## config.mk

```make
export PLATFORM = sky130hd
export DESIGN_NAME = epoch_seconds_to_calendar
export DESIGN_NICKNAME = d
export VERILOG_FILES = /design/src/rtl/core/esc_pkg.sv /design/src/rtl/core/epoch_seconds_to_calendar.sv /design/src/rtl/core/esc_day_split.sv /design/src/rtl/core/esc_date.sv /design/src/rtl/core/esc_time.sv
export VERILOG_INCLUDE_DIRS = /design/src /design/src/rtl/core
export SDC_FILE = /design/constraint.sdc
export NUM_CORES = 2
export LEC_CHECK = 0
export BUFFER_PORTS_ARGS = -buffer_cell sky130_fd_sc_hd__buf_2
export CORE_ASPECT_RATIO = 0.75
export CORE_MARGIN = 2
export CORE_UTILIZATION = 50
export CTS_CLUSTER_SIZE = 28
export DETAILED_ROUTE_END_ITERATION = 16
export PLACE_DENSITY_LB_ADDON = 0.05
export SYNTH_ARGS = -nofsm -noshare
export SYNTH_HDL_FRONTEND = slang
export SYNTH_SLANG_ARGS = --single-unit
```

## constraint.sdc

```tcl
create_clock -name clk -period 17.2 [get_ports clk]
set_clock_uncertainty 0.1 [all_clocks]
set_input_delay 3.44 -clock clk [delete_from_list [all_inputs] [get_ports clk]]
set_output_delay 3.44 -clock clk [all_outputs]
set_load 0.02 [all_outputs]
```

## src/rtl/core/epoch_seconds_to_calendar_defines.svh

```systemverilog
// Assertion macros for the epoch to calendar converter.
`ifndef EPOCH_SECONDS_TO_CALENDAR_DEFINES_SVH
`define EPOCH_SECONDS_TO_CALENDAR_DEFINES_SVH

// Implication checked on every rising clock edge outside reset.
`define ESC_ASSERT_IMPL(lbl, ante, cons, msg) \
  lbl: assert property (@(posedge clk) disable iff (rst) (ante) |-> (cons)) else $error(msg);

// Condition that must never be true outside reset.
`define ESC_ASSERT_NEVER(lbl, cond, msg) \
  lbl: assert property (@(posedge clk) disable iff (rst) !(cond)) else $error(msg);

`endif

```

## src/rtl/core/esc_pkg.sv

```systemverilog
`timescale 1ns / 1ps
// ----------------------------------------------------------------------------
// Epoch converter package
// Widths, reciprocal constants and the month start table shared by the
// pipeline stages of the epoch to calendar converter.
// ----------------------------------------------------------------------------
package esc_pkg;

  localparam int SECS_W  = 32;
  localparam int DAYS_W  = 16;
  localparam int TOD_W   = 17;
  localparam int YEAR_W  = 12;
  localparam int MONTH_W = 4;
  localparam int DOM_W   = 5;
  localparam int HOUR_W  = 5;
  localparam int MIN_W   = 6;
  localparam int WDAY_W  = 3;
  localparam int DOY_W   = 9;

  // Seconds per day is 128 * 675; the low 7 bits pass straight through.
  localparam int         DAY_SHIFT = 7;
  localparam logic [9:0] DAY_DIV   = 10'd675;
  localparam logic [25:0] DAY_RECIP = 26'd50903316;  // floor(2^35 / 675)
  localparam int         DAY_RK    = 35;

  // Four-year cycles counted from 1968-01-01.
  localparam logic [15:0] CYC_DAYS   = 16'd1461;
  localparam logic [10:0] CYC_RECIP  = 11'd1435;     // floor(2^21 / 1461)
  localparam int          CYC_RK     = 21;
  localparam logic [15:0] BASE_OFS   = 16'd731;      // days 1968-01-01 to 1970-01-01
  localparam logic [15:0] DAY_2100_MAR = 16'd47541;  // 2100-03-01 as days since epoch
  localparam logic [11:0] CYC_YEAR0  = 12'd1968;

  // Weekday: 1970-01-01 was a Thursday.
  localparam logic [15:0] WDAY_OFS   = 16'd4;
  localparam logic [16:0] WDAY_RECIP = 17'd74898;    // floor(2^19 / 7)
  localparam int          WDAY_RK    = 19;

  // Time of day.
  localparam logic [17:0] HOUR_RECIP = 18'd149130;   // floor(2^29 / 3600)
  localparam int          HOUR_RK    = 29;
  localparam logic [11:0] SECS_HOUR  = 12'd3600;
  localparam logic [12:0] MIN_RECIP  = 13'd4369;     // floor(2^18 / 60)
  localparam int          MIN_RK     = 18;
  localparam logic [5:0]  SECS_MIN   = 6'd60;

  // First day of year of each month, counted from 0.
  function automatic logic [DOY_W-1:0] month_start(input logic leap, input logic [3:0] idx);
    logic [DOY_W-1:0] base;
    begin
      case (idx)
        4'd0:    base = 9'd0;
        4'd1:    base = 9'd31;
        4'd2:    base = 9'd59;
        4'd3:    base = 9'd90;
        4'd4:    base = 9'd120;
        4'd5:    base = 9'd151;
        4'd6:    base = 9'd181;
        4'd7:    base = 9'd212;
        4'd8:    base = 9'd243;
        4'd9:    base = 9'd273;
        4'd10:   base = 9'd304;
        4'd11:   base = 9'd334;
        default: base = 9'd0;
      endcase
      // Months after February move one day later in a leap year.
      if (leap && idx >= 4'd2) begin
        base = base + 9'd1;
      end
      month_start = base;
    end
  endfunction

endpackage

```

## src/rtl/core/epoch_seconds_to_calendar.sv

```systemverilog
`timescale 1ns / 1ps
// ----------------------------------------------------------------------------
// Epoch seconds to calendar
// Converts an unsigned count of seconds since 1970-01-01 00:00:00 into the
// Gregorian date, time of day and weekday.
// ----------------------------------------------------------------------------
// Usage:
//   A request is taken on a rising edge with start high and busy low; busy
//   stays low, so a request may be issued on every cycle. epoch_seconds is
//   sampled on that edge.
//   Each result appears on year, month, day_of_month, hours, minutes,
//   seconds and weekday for one cycle with strobe high. Results leave in
//   request order.
//   Throughput is one request per cycle: a fixed pipeline of input register,
//   two day split stages and four date and time stages, with reciprocal
//   multiplies and one correction step after each.
//   The receiver cannot stall; it must capture each result while strobe is
//   high.
//   Synchronous reset clears all valid bits, so no strobe follows reset
//   until a new request is taken.
// ----------------------------------------------------------------------------
`include "epoch_seconds_to_calendar_defines.svh"
module epoch_seconds_to_calendar import esc_pkg::*; (
  input  logic               clk,
  input  logic               rst,
  input  logic               start,
  output logic               busy,
  input  logic [SECS_W-1:0]  epoch_seconds,
  output logic               strobe,
  output logic [YEAR_W-1:0]  year,
  output logic [MONTH_W-1:0] month,
  output logic [DOM_W-1:0]   day_of_month,
  output logic [HOUR_W-1:0]  hours,
  output logic [MIN_W-1:0]   minutes,
  output logic [MIN_W-1:0]   seconds,
  output logic [WDAY_W-1:0]  weekday
);

  logic              valid_a;
  logic [SECS_W-1:0] secs_a;
  logic              valid_c;
  logic [DAYS_W-1:0] days_c;
  logic [TOD_W-1:0]  tod_c;

  // The pipeline accepts a request on every cycle.
  assign busy = 1'b0;

  // Input register.
  always_ff @(posedge clk) begin
    if (rst) begin
      valid_a <= 1'b0;
    end else begin
      valid_a <= start && !busy;
    end
    secs_a <= epoch_seconds;
  end

  esc_day_split u_day_split (
    .clk       (clk),
    .rst       (rst),
    .in_valid  (valid_a),
    .secs      (secs_a),
    .out_valid (valid_c),
    .days      (days_c),
    .tod       (tod_c)
  );

  esc_date u_date (
    .clk          (clk),
    .rst          (rst),
    .in_valid     (valid_c),
    .days         (days_c),
    .out_valid    (strobe),
    .year         (year),
    .month        (month),
    .day_of_month (day_of_month),
    .weekday      (weekday)
  );

  esc_time u_time (
    .clk     (clk),
    .tod     (tod_c),
    .hours   (hours),
    .minutes (minutes),
    .seconds (seconds)
  );

  // Checks on the result channel.
  `ESC_ASSERT_IMPL(a_strobe_follows_request, strobe, $past(start && !busy, 7), "strobe without request")
  `ESC_ASSERT_IMPL(a_date_range, strobe, month >= 4'd1 && month <= 4'd12 && day_of_month >= 5'd1 && year >= 12'd1970, "date out of range")
  `ESC_ASSERT_IMPL(a_time_range, strobe, hours < 5'd24 && minutes < 6'd60 && seconds < 6'd60 && weekday < 3'd7, "time out of range")
  `ESC_ASSERT_NEVER(a_busy_low, busy, "busy raised")

endmodule

```

## src/rtl/core/esc_day_split.sv

```systemverilog
`timescale 1ns / 1ps
// ----------------------------------------------------------------------------
// Day split
// Two stages that divide the second count by 86400 into whole days and the
// second of the day, using a reciprocal multiply and one correction step.
// ----------------------------------------------------------------------------
module esc_day_split import esc_pkg::*; (
  input  logic              clk,
  input  logic              rst,
  input  logic              in_valid,
  input  logic [SECS_W-1:0] secs,
  output logic              out_valid,
  output logic [DAYS_W-1:0] days,
  output logic [TOD_W-1:0]  tod
);

  localparam int X_W    = SECS_W - DAY_SHIFT;
  localparam int PROD_W = X_W + 26;

  logic              valid_b;
  logic [X_W-1:0]    x_b;
  logic [DAY_SHIFT-1:0] lo_b;
  logic [PROD_W-1:0] prod_b;

  logic [DAYS_W-1:0] q0;
  logic [X_W-1:0]    qm;
  logic [X_W-1:0]    r0;
  logic [DAYS_W-1:0] q_next;
  logic [9:0]        r_next;

  // Reciprocal product of the second count over 128.
  always_ff @(posedge clk) begin
    if (rst) begin
      valid_b <= 1'b0;
    end else begin
      valid_b <= in_valid;
    end
    x_b    <= secs[SECS_W-1:DAY_SHIFT];
    lo_b   <= secs[DAY_SHIFT-1:0];
    prod_b <= PROD_W'(secs[SECS_W-1:DAY_SHIFT]) * PROD_W'(DAY_RECIP);
  end

  // The estimate is low by at most one; one compare and subtract fixes it.
  always_comb begin
    q0 = prod_b[DAY_RK +: DAYS_W];
    qm = X_W'(q0) * X_W'(DAY_DIV);
    r0 = x_b - qm;
    if (r0 >= X_W'(DAY_DIV)) begin
      q_next = q0 + 16'd1;
      r_next = 10'(r0 - X_W'(DAY_DIV));
    end else begin
      q_next = q0;
      r_next = 10'(r0);
    end
  end

  always_ff @(posedge clk) begin
    if (rst) begin
      out_valid <= 1'b0;
    end else begin
      out_valid <= valid_b;
    end
    days <= q_next;
    tod  <= {r_next, lo_b};
  end

endmodule

```

## src/rtl/core/esc_date.sv

```systemverilog
`timescale 1ns / 1ps
// ----------------------------------------------------------------------------
// Date stages
// Four stages that turn the day count into year, month, day of month and
// weekday through four-year cycles counted from 1968.
// ----------------------------------------------------------------------------
module esc_date import esc_pkg::*; (
  input  logic               clk,
  input  logic               rst,
  input  logic               in_valid,
  input  logic [DAYS_W-1:0]  days,
  output logic               out_valid,
  output logic [YEAR_W-1:0]  year,
  output logic [MONTH_W-1:0] month,
  output logic [DOM_W-1:0]   day_of_month,
  output logic [WDAY_W-1:0]  weekday
);

  localparam int CP_W = DAYS_W + 11;
  localparam int WP_W = DAYS_W + 17;

  // Stage D
  logic              valid_d;
  logic [DAYS_W-1:0] d_d;
  logic [DAYS_W-1:0] w_d;
  logic [CP_W-1:0]   cprod_d;
  logic [WP_W-1:0]   wprod_d;
  logic [DAYS_W-1:0] d_adj;
  logic [DAYS_W-1:0] w_x;

  // Stage E
  logic              valid_e;
  logic [5:0]        cyc_e;
  logic [10:0]       crem_e;
  logic [WDAY_W-1:0] wday_e;
  logic [5:0]        cq0;
  logic [DAYS_W-1:0] cr0;
  logic [5:0]        cyc_next;
  logic [10:0]       crem_next;
  logic [13:0]       wq0;
  logic [DAYS_W-1:0] wr0;
  logic [WDAY_W-1:0] wday_next;

  // Stage F
  logic              valid_f;
  logic [YEAR_W-1:0] year_f;
  logic              leap_f;
  logic [DOY_W-1:0]  doy_f;
  logic [WDAY_W-1:0] wday_f;
  logic [1:0]        yo;
  logic [DOY_W-1:0]  doy_next;

  // Stage G
  logic [3:0]        mi;
  logic [DOY_W-1:0]  dom_full;

  // A phantom February 29 in 2100 lets the plain four-year rule hold after it.
  always_comb begin
    d_adj = days + BASE_OFS + ((days >= DAY_2100_MAR) ? 16'd1 : 16'd0);
    w_x   = days + WDAY_OFS;
  end

  always_ff @(posedge clk) begin
    if (rst) begin
      valid_d <= 1'b0;
    end else begin
      valid_d <= in_valid;
    end
    d_d     <= d_adj;
    w_d     <= w_x;
    cprod_d <= CP_W'(d_adj) * CP_W'(CYC_RECIP);
    wprod_d <= WP_W'(w_x) * WP_W'(WDAY_RECIP);
  end

  // Cycle number and weekday, each with one correction step.
  always_comb begin
    cq0 = cprod_d[CYC_RK +: 6];
    cr0 = d_d - DAYS_W'(cq0) * CYC_DAYS;
    if (cr0 >= CYC_DAYS) begin
      cyc_next  = cq0 + 6'd1;
      crem_next = 11'(cr0 - CYC_DAYS);
    end else begin
      cyc_next  = cq0;
      crem_next = 11'(cr0);
    end
    wq0 = wprod_d[WDAY_RK +: 14];
    wr0 = w_d - DAYS_W'(wq0) * 16'd7;
    if (wr0 >= 16'd7) begin
      wday_next = WDAY_W'(wr0 - 16'd7);
    end else begin
      wday_next = WDAY_W'(wr0);
    end
  end

  always_ff @(posedge clk) begin
    if (rst) begin
      valid_e <= 1'b0;
    end else begin
      valid_e <= valid_d;
    end
    cyc_e  <= cyc_next;
    crem_e <= crem_next;
    wday_e <= wday_next;
  end

  // Year within the cycle; the first year of each cycle is the leap year.
  always_comb begin
    if (crem_e < 11'd366) begin
      yo       = 2'd0;
      doy_next = DOY_W'(crem_e);
    end else if (crem_e < 11'd731) begin
      yo       = 2'd1;
      doy_next = DOY_W'(crem_e - 11'd366);
    end else if (crem_e < 11'd1096) begin
      yo       = 2'd2;
      doy_next = DOY_W'(crem_e - 11'd731);
    end else begin
      yo       = 2'd3;
      doy_next = DOY_W'(crem_e - 11'd1096);
    end
  end

  always_ff @(posedge clk) begin
    if (rst) begin
      valid_f <= 1'b0;
    end else begin
      valid_f <= valid_e;
    end
    year_f <= CYC_YEAR0 + {4'd0, cyc_e, 2'd0} + YEAR_W'(yo);
    leap_f <= (yo == 2'd0);
    doy_f  <= doy_next;
    wday_f <= wday_e;
  end

  // Month index counts the month starts already passed.
  always_comb begin
    mi = 4'd0;
    for (int i = 1; i < 12; i++) begin
      if (doy_f >= month_start(leap_f, 4'(i))) begin
        mi = mi + 4'd1;
      end
    end
    dom_full = doy_f - month_start(leap_f, mi) + 9'd1;
  end

  always_ff @(posedge clk) begin
    if (rst) begin
      out_valid <= 1'b0;
    end else begin
      out_valid <= valid_f;
    end
    year         <= year_f;
    month        <= mi + 4'd1;
    day_of_month <= DOM_W'(dom_full);
    weekday      <= wday_f;
  end

endmodule

```

## src/rtl/core/esc_time.sv

```systemverilog
`timescale 1ns / 1ps
// ----------------------------------------------------------------------------
// Time of day stages
// Four stages that split the second of the day into hour, minute and second
// by reciprocal multiplies with a correction step after each.
// ----------------------------------------------------------------------------
module esc_time import esc_pkg::*; (
  input  logic              clk,
  input  logic [TOD_W-1:0]  tod,
  output logic [HOUR_W-1:0] hours,
  output logic [MIN_W-1:0]  minutes,
  output logic [MIN_W-1:0]  seconds
);

  localparam int HP_W = TOD_W + 18;
  localparam int MP_W = 12 + 13;

  logic [TOD_W-1:0]  tod_d;
  logic [HP_W-1:0]   hprod_d;
  logic [5:0]        hq0;
  logic [TOD_W-1:0]  hr0;
  logic [HOUR_W-1:0] hour_next;
  logic [11:0]       hrem_next;
  logic [HOUR_W-1:0] hour_e;
  logic [11:0]       hrem_e;
  logic [HOUR_W-1:0] hour_f;
  logic [11:0]       hrem_f;
  logic [MP_W-1:0]   mprod_f;
  logic [6:0]        mq0;
  logic [11:0]       mr0;
  logic [MIN_W-1:0]  min_next;
  logic [MIN_W-1:0]  sec_next;

  // Hour estimate.
  always_ff @(posedge clk) begin
    tod_d   <= tod;
    hprod_d <= HP_W'(tod) * HP_W'(HOUR_RECIP);
  end

  always_comb begin
    hq0 = hprod_d[HOUR_RK +: 6];
    hr0 = tod_d - TOD_W'(hq0) * TOD_W'(SECS_HOUR);
    if (hr0 >= TOD_W'(SECS_HOUR)) begin
      hour_next = HOUR_W'(hq0 + 6'd1);
      hrem_next = 12'(hr0 - TOD_W'(SECS_HOUR));
    end else begin
      hour_next = HOUR_W'(hq0);
      hrem_next = 12'(hr0);
    end
  end

  always_ff @(posedge clk) begin
    hour_e <= hour_next;
    hrem_e <= hrem_next;
  end

  // Minute estimate from the seconds left in the hour.
  always_ff @(posedge clk) begin
    hour_f  <= hour_e;
    hrem_f  <= hrem_e;
    mprod_f <= MP_W'(hrem_e) * MP_W'(MIN_RECIP);
  end

  always_comb begin
    mq0 = mprod_f[MIN_RK +: 7];
    mr0 = hrem_f - 12'(mq0) * 12'(SECS_MIN);
    if (mr0 >= 12'(SECS_MIN)) begin
      min_next = MIN_W'(mq0 + 7'd1);
      sec_next = MIN_W'(mr0 - 12'(SECS_MIN));
    end else begin
      min_next = MIN_W'(mq0);
      sec_next = MIN_W'(mr0);
    end
  end

  always_ff @(posedge clk) begin
    hours   <= hour_f;
    minutes <= min_next;
    seconds <= sec_next;
  end

endmodule

```

## Word-level counts from Yosys, hierarchy flattened

Memory sizes are Yosys's and may differ from the RTL's.
Cells that the tools add are included.

- Output and inout bits: 43
- Input port bits: 35
- Bits in latches: 0
- Logic and storage cells: 146
- Register bits: 440
- RAM bits: 0
- Bits in read-only memories: 144
- Memories: 1

Memory list:

| memory | depth | width | rd ports | clocked after Yosys merged registers in | write ports | RTL line | RTL |
|---|---|---|---|---|---|---|---|
| (name not given) | 16 | 9 | 1 | 0 | 0 | esc_pkg.sv:51 | `case (idx)` |

- Eq/ne operators: 0
- Bitwise gates (word level): 0
- Divide/modulo/power cells: 0
- Reduce and logical (&&, ||, !) cells: 2
- Multipliers: 10
- Order comparisons: 21
- Mux-type cells: 38
- $add $sub $neg: 36
- Shift-type cells: 0

Operators by type and width:

| kind | number |
|---|---|
| 25-bit by 24-bit multiplier with 49-bit output, second input constant | 1 |
| 4-bit two-way mux | 11 |
| 4-bit by 1-bit adder with 4-bit output, second input constant | 10 |
| 9-bit by 8-bit >= comparator with 1-bit output | 4 |
| 17-bit by 17-bit multiplier with 34-bit output, second input constant | 1 |
| 16-bit by 16-bit multiplier with 32-bit output, second input constant | 1 |
| 16-bit subtractor | 2 |
| 9-bit >= comparator | 3 |
| 16-bit by 11-bit multiplier with 27-bit output, second input constant | 1 |
| 9-bit two-way mux | 3 |
| 25-bit by 10-bit >= comparator with 1-bit output, second input constant | 1 |
| 12-bit by 13-bit multiplier with 25-bit output, second input constant | 1 |
| 16-bit by 10-bit multiplier with 25-bit output, second input constant | 1 |
| 25-bit subtractor | 1 |
| 9-bit by 7-bit >= comparator with 1-bit output | 2 |
| 6-bit two-way mux | 3 |
| 17-bit by 12-bit >= comparator with 1-bit output, second input constant | 1 |
| 17-bit subtractor | 1 |
| 16-bit by 1-bit adder with 16-bit output, second input constant | 1 |
| 16-bit by 10-bit adder with 16-bit output, second input constant | 1 |
| 16-bit adder | 1 |
| 16-bit by 3-bit adder with 16-bit output, second input constant | 1 |
| 16-bit by 11-bit >= comparator with 1-bit output, second input constant | 1 |
| 16-bit >= comparator, second input constant | 1 |
| other kinds (37) | 53 |

## Depth between registers and ports, before layout

- Word-level depth: 27
- Gate-level depth with buffers: 53

## Hierarchy

From an unflattened synthesis, not the netlist that was laid out.

- Cells, all modules: 3862
- Area, all modules: 38948.6 um^2

Modules (own cells, without submodules):

| module | area an instance (um^2) | cells each | times used |
|---|---|---|---|
| esc_day_split | 14831.7 | 1490 | 1 |
| esc_date | 14475.1 | 1478 | 1 |
| esc_time | 8956.1 | 858 | 1 |
| epoch_seconds_to_calendar | 685.7 | 36 | 1 |

## Least setup slack after synthesis

No wires, ideal clock.

- Kind: reg-to-reg
- Start: register u_date.leap_f
- End: register u_date.day_of_month[4]
- Library setup time: 72 ps
- Buffers on the path: 0
- Setup slack: 7270 ps
- Stages on the path, launching flop included: 53
- Data arrival time: 9758 ps
- Data required time: 17028 ps
- Path through: dfxtp_1 inv_1 ha_1 nand2b_1 o21ai_0 nand4_1 nand2_1 inv_1 ha_1 or4_1 nor4_1 a311oi_2 ha_1 nor2_1 a31oi_1 ha_1 nand2_1 nand2_1 [... 17 more ...] a221oi_1 ha_1 mux2_2 ha_1 nand2b_1 mux2i_1 or2_1 ha_1 inv_1 nor2_1 xor2_1 ha_1 ha_1 a21o_1 a21oi_1 xnor2_1 xnor2_1 xnor2_1

- Word-level cells in the longest chain between the ends: 26

RTL lines:

| element | RTL line | RTL |
|---|---|---|
| start: declaration | esc_date.sv:47 | `logic leap_f;` |
| start signal: assignment | esc_date.sv:130 | `leap_f <= (yo == 2'd0);` |
| 3-bit two-way mux | esc_pkg.sv:67 | `if (leap && idx >= 4'd2) begin` |
| 9-bit by 6-bit >= comparator with 1-bit output | esc_date.sv:139 | `if (doy_f >= month_start(leap_f, 4'(i))) begin` |
| 4-bit two-way mux | esc_date.sv:139 |  |
| 4-bit by 1-bit adder with 4-bit output | esc_date.sv:140 | `mi = mi + 4'd1;` |
| 4-bit two-way mux | esc_date.sv:139 |  |
| 4-bit by 1-bit adder with 4-bit output | esc_date.sv:140 |  |
| 4-bit two-way mux | esc_date.sv:139 |  |
| 4-bit by 1-bit adder with 4-bit output | esc_date.sv:140 |  |
| [... 11 more ...] | n/a |  |
| 4-bit by 1-bit adder with 4-bit output | esc_date.sv:140 |  |
| 4-bit two-way mux | esc_date.sv:139 |  |
| memory 16 x 9 bit or 4-bit by 2-bit >= comparator with 1-bit output (tied branches) | n/a |  |
| 5-bit by 1-bit adder with 5-bit output or 1-bit logical AND (tied branches) | esc_pkg.sv:68, esc_pkg.sv:67 |  |
| 5-bit two-way mux (*) | esc_pkg.sv:67 |  |
| 5-bit subtractor (*) | esc_date.sv:143 | `dom_full = doy_f - month_start(leap_f, mi) + 9'd1;` |
| 5-bit by 1-bit adder with 5-bit output (*) | esc_date.sv:143 |  |
| net u_date.dom_full[4] | esc_date.sv:55 | `logic [DOY_W-1:0] dom_full;` |
| end signal: assignment | esc_date.sv:154 | `day_of_month <= DOM_W'(dom_full);` |
| end: declaration | esc_date.sv:15 | `output logic [DOM_W-1:0] day_of_month,` |

Mark *: on every way through the listed nets, which the timed path passes. The rest lies on a longest branch.
A chain may end at the register's enable or synchronous reset.

## Worst setup path in the final report

Same ends and word-level chain as after synthesis.

==> run_results.csv <==
group,metric,value,unit
die,fp.dieH,244,um
timing,setup_viol,0,
timing,max-slew-margin-rel,0.214,
timing,period_minus_slack,11140,ps
place,io_buffers,76,
synth,synth_edf_count,0,
critical_path,critPathRequiredTime,17610,ps
timing,rsz0062_at_grt,"false",
cts,h-tree-depth,2,
critical_path,criticalPathCategory,"reg2reg",
critical_path,rr_startpoint,"u_date.leap_f",
synth,synth_nets,5222,
grt,overflow,0,
layout,final_area,0.0414,sq mm
die,io_pins,78,
outcome,status,"complete, no violations",
cts,ctsResizeCount,0,
cts,path_clk_slew,60,ps
flow_run,cap_violations,0,
die,die_area,0.0789,sq mm
min_path,holdPathStages,0,
synth,netlist_instances,3806,
timing,holdWs,222,ps
min_path,holdPathEnd,"u_day_split.tod[0]",
grt,grt_pass1_wl,130,mm
timing,worst_pin_slew,1180,ps
cts,worstSkewPairLatency,580,ps
place,placedCellCount,4902,
grt,grt_util_all_layers,0.203,
synth,yosysTopAreaCellShare,0.307,
grt,antenna_found_initial,0,
critical_path,cp_max_fo,7,
synth,yosys.cell_count.top_type,"ha_1",
critical_path,reg2regPathDepth,52,
cts,cts_buffers,38,
layout,nets,5335,
synth,synth_cell_types,88,
min_path,min-delay-start,"u_day_split.lo_b[0]",
synth,postSynth.asyncResetShare,0,
synth,synth.area.top_cells,"ha_1 31%, fa_1 23%, dfxtp_1 17%",
critical_path,arrival,11540,ps
critical_path,worstReg2RegEnd,"u_date.day_of_month[4]",
critical_path,cpMostUsedCell,"ha_1",
critical_path,cp_slowest_cell,"dfxtp_1",
synth,synth_commonest_cells,"941 x ha_1, 820 x inv_1, 440 x fa_1",
die,core,0.0755,sq mm
synth,ys_ff_latch,320,
place,placed_area,0.0401,sq mm
drt,wl_per_cell,15.2,um
synth,netlist_area,0.0383,sq mm
die,num_rows,87,
place,place_hpwl,63.0,mm
layout,area_delta_synth_final,8.01,%
place,place_congestion,0.831,
drt,totalWireLength,75.8,mm
critical_path,r2r_setup_slack,6060,ps
cts,holdBufCountCts,0,
drt,drtIter0Drc,956,
timing,slew_violations,0,
timing,hold_violations,0,
cts,cts_root_buffer,"clkbuf_16",
drt,antenna_left,0,
timing,fmax,89.8,MHz
drt,via_per_inst,4.97,
layout,diodes,0,
synth,ys_seq_area_frac,0.167,
critical_path,slowest_delay,460,ps
drt,drc,0,
synth,synth_largest_area_cell,"ha_1",
cts,post_cts_buffers,0,
layout,stdcell_count,4971,
grt,grt_max_degree,27,
cts,cts_max_path_buffers,3,
min_path,hold_class,"reg2reg",
synth,ys.flop_type,"dfxtp_1",
timing,tns,0,ps
grt,grt_pass1_vias,25400,
drt,routed-via-count,24700,
cts,cts_tree,"done",
critical_path,critPathCaptureType,"register",
die,initial_core_util,0.507,
synth,ys_warn_count,0,
synth,postSynthAreaPerCell,10.1,sq um
timing,fin_crit_sh,0.648,
cts,clock-sinks,320,
drt,drtPass1Iterations,7,
critical_path,critPathLaunchType,"register",
layout,drive_gt1_frac,0.0509,
die,die_w,324,um
==> registers in the layout (all words and copies together), names as in the netlist, 12 cells and up <==
register            count
u_day_split.days       16
u_day_split.tod        17
u_day_split.prod_b     16
u_time.hrem_f          12
u_date.wprod_d         14
u_day_split.x_b        25
u_time.hrem_e          12
u_time.tod_d           17
secs_a                 32
u_date.d_d             16
u_date.w_d             16
==> per-stage QoR <==
step                utilization  setup WS, ps
global route              0.548          5070
CTS                       0.548          6010
floorplan                     -          7270
detailed placement        0.530          6060
finish                    0.548          6060
global placement          0.530          6230
==> logic make-up (layout without fill, tap and decap cells) <==
| family | Yosys count | count (layout) | synth area share |
|---|---|---|---|
| AOI/OAI and AO/OA | 492 | 492 | 0.0853 |
| xor gates and xnor gates | 234 | 234 | 0.0552 |
| adders and majority gates | 1381 | 1381 | 0.537 |
| buffers and inverters | 848 | 990 | 0.0835 |
| DFF | 320 | 320 | 0.167 |
| muxes | 20 | 20 | 0.00548 |
| other | 1 | 1 | 0.0000978 |
| and+or+nand+nor | 510 | 510 | 0.0664 |
==> cell type report <==
class                           instances  area (sq um)
Multi-Input combinational cell       2638         28700
Sequential cell                       320          6410
Fill cell                            6799         34100
Inverter                              821          3080
Clock buffer                           52          1090
Clock inverter                         17           249
Timing Repair Buffer                  100           561
Tap cell                             1023          1280
==> cells in the final DEF (no fill, tap or decap), types with 24 or more instances in the layout <==
cell type  count
xnor2_1      158
nand3_1       47
xor2_1        71
a21o_1        70
buf_2         76
a21oi_1      124
fa_1         440
o21ai_0       96
clkbuf_16     38
dfxtp_1      320
nor3_1        41
ha_1         941
nand4_1       26
nand2_1      118
inv_1        820
nor2_1       121
nand2b_1      34
buf_4         24
nor2b_1       28
==> routing by layer <==
layer  vias up  track usage  routed length, um
li1      12800            -                  -
met1     11600        0.321              41600
met2       314        0.298              30700
met3        50       0.0247               2670
met4         0       0.0290                794
met5         -            0                  0
==> critical path: cells and delay by family, from the launching register on <==
kind	cells	cell delay (ps)
muxes	2	510
xor gates and xnor gates	4	600
adders and majority gates	14	4250
and+or+nand+nor	16	2290
AOI/OAI and AO/OA	12	2470
buffers and inverters	4	370
DFF	1	460
==> how the worst max path moves through the flow <==
stage / from / endpoint / slack, ps
6_report: u_date.leap_f / u_date.day_of_month[4] / 6060
3_5_place_dp: u_date.leap_f / u_date.day_of_month[4] / 6060
4_1_cts: u_date.leap_f / u_date.day_of_month[4] / 6010
5_1_grt: u_date.leap_f / u_date.day_of_month[4] / 5070
2_1_floorplan: u_date.leap_f / u_date.day_of_month[4] / 7270
3_3_place_gp: u_date.leap_f / u_date.day_of_month[4] / 6230
Power is not shown: default switching activity piles up to over one toggle a cycle in this logic, so the estimate is an artifact.
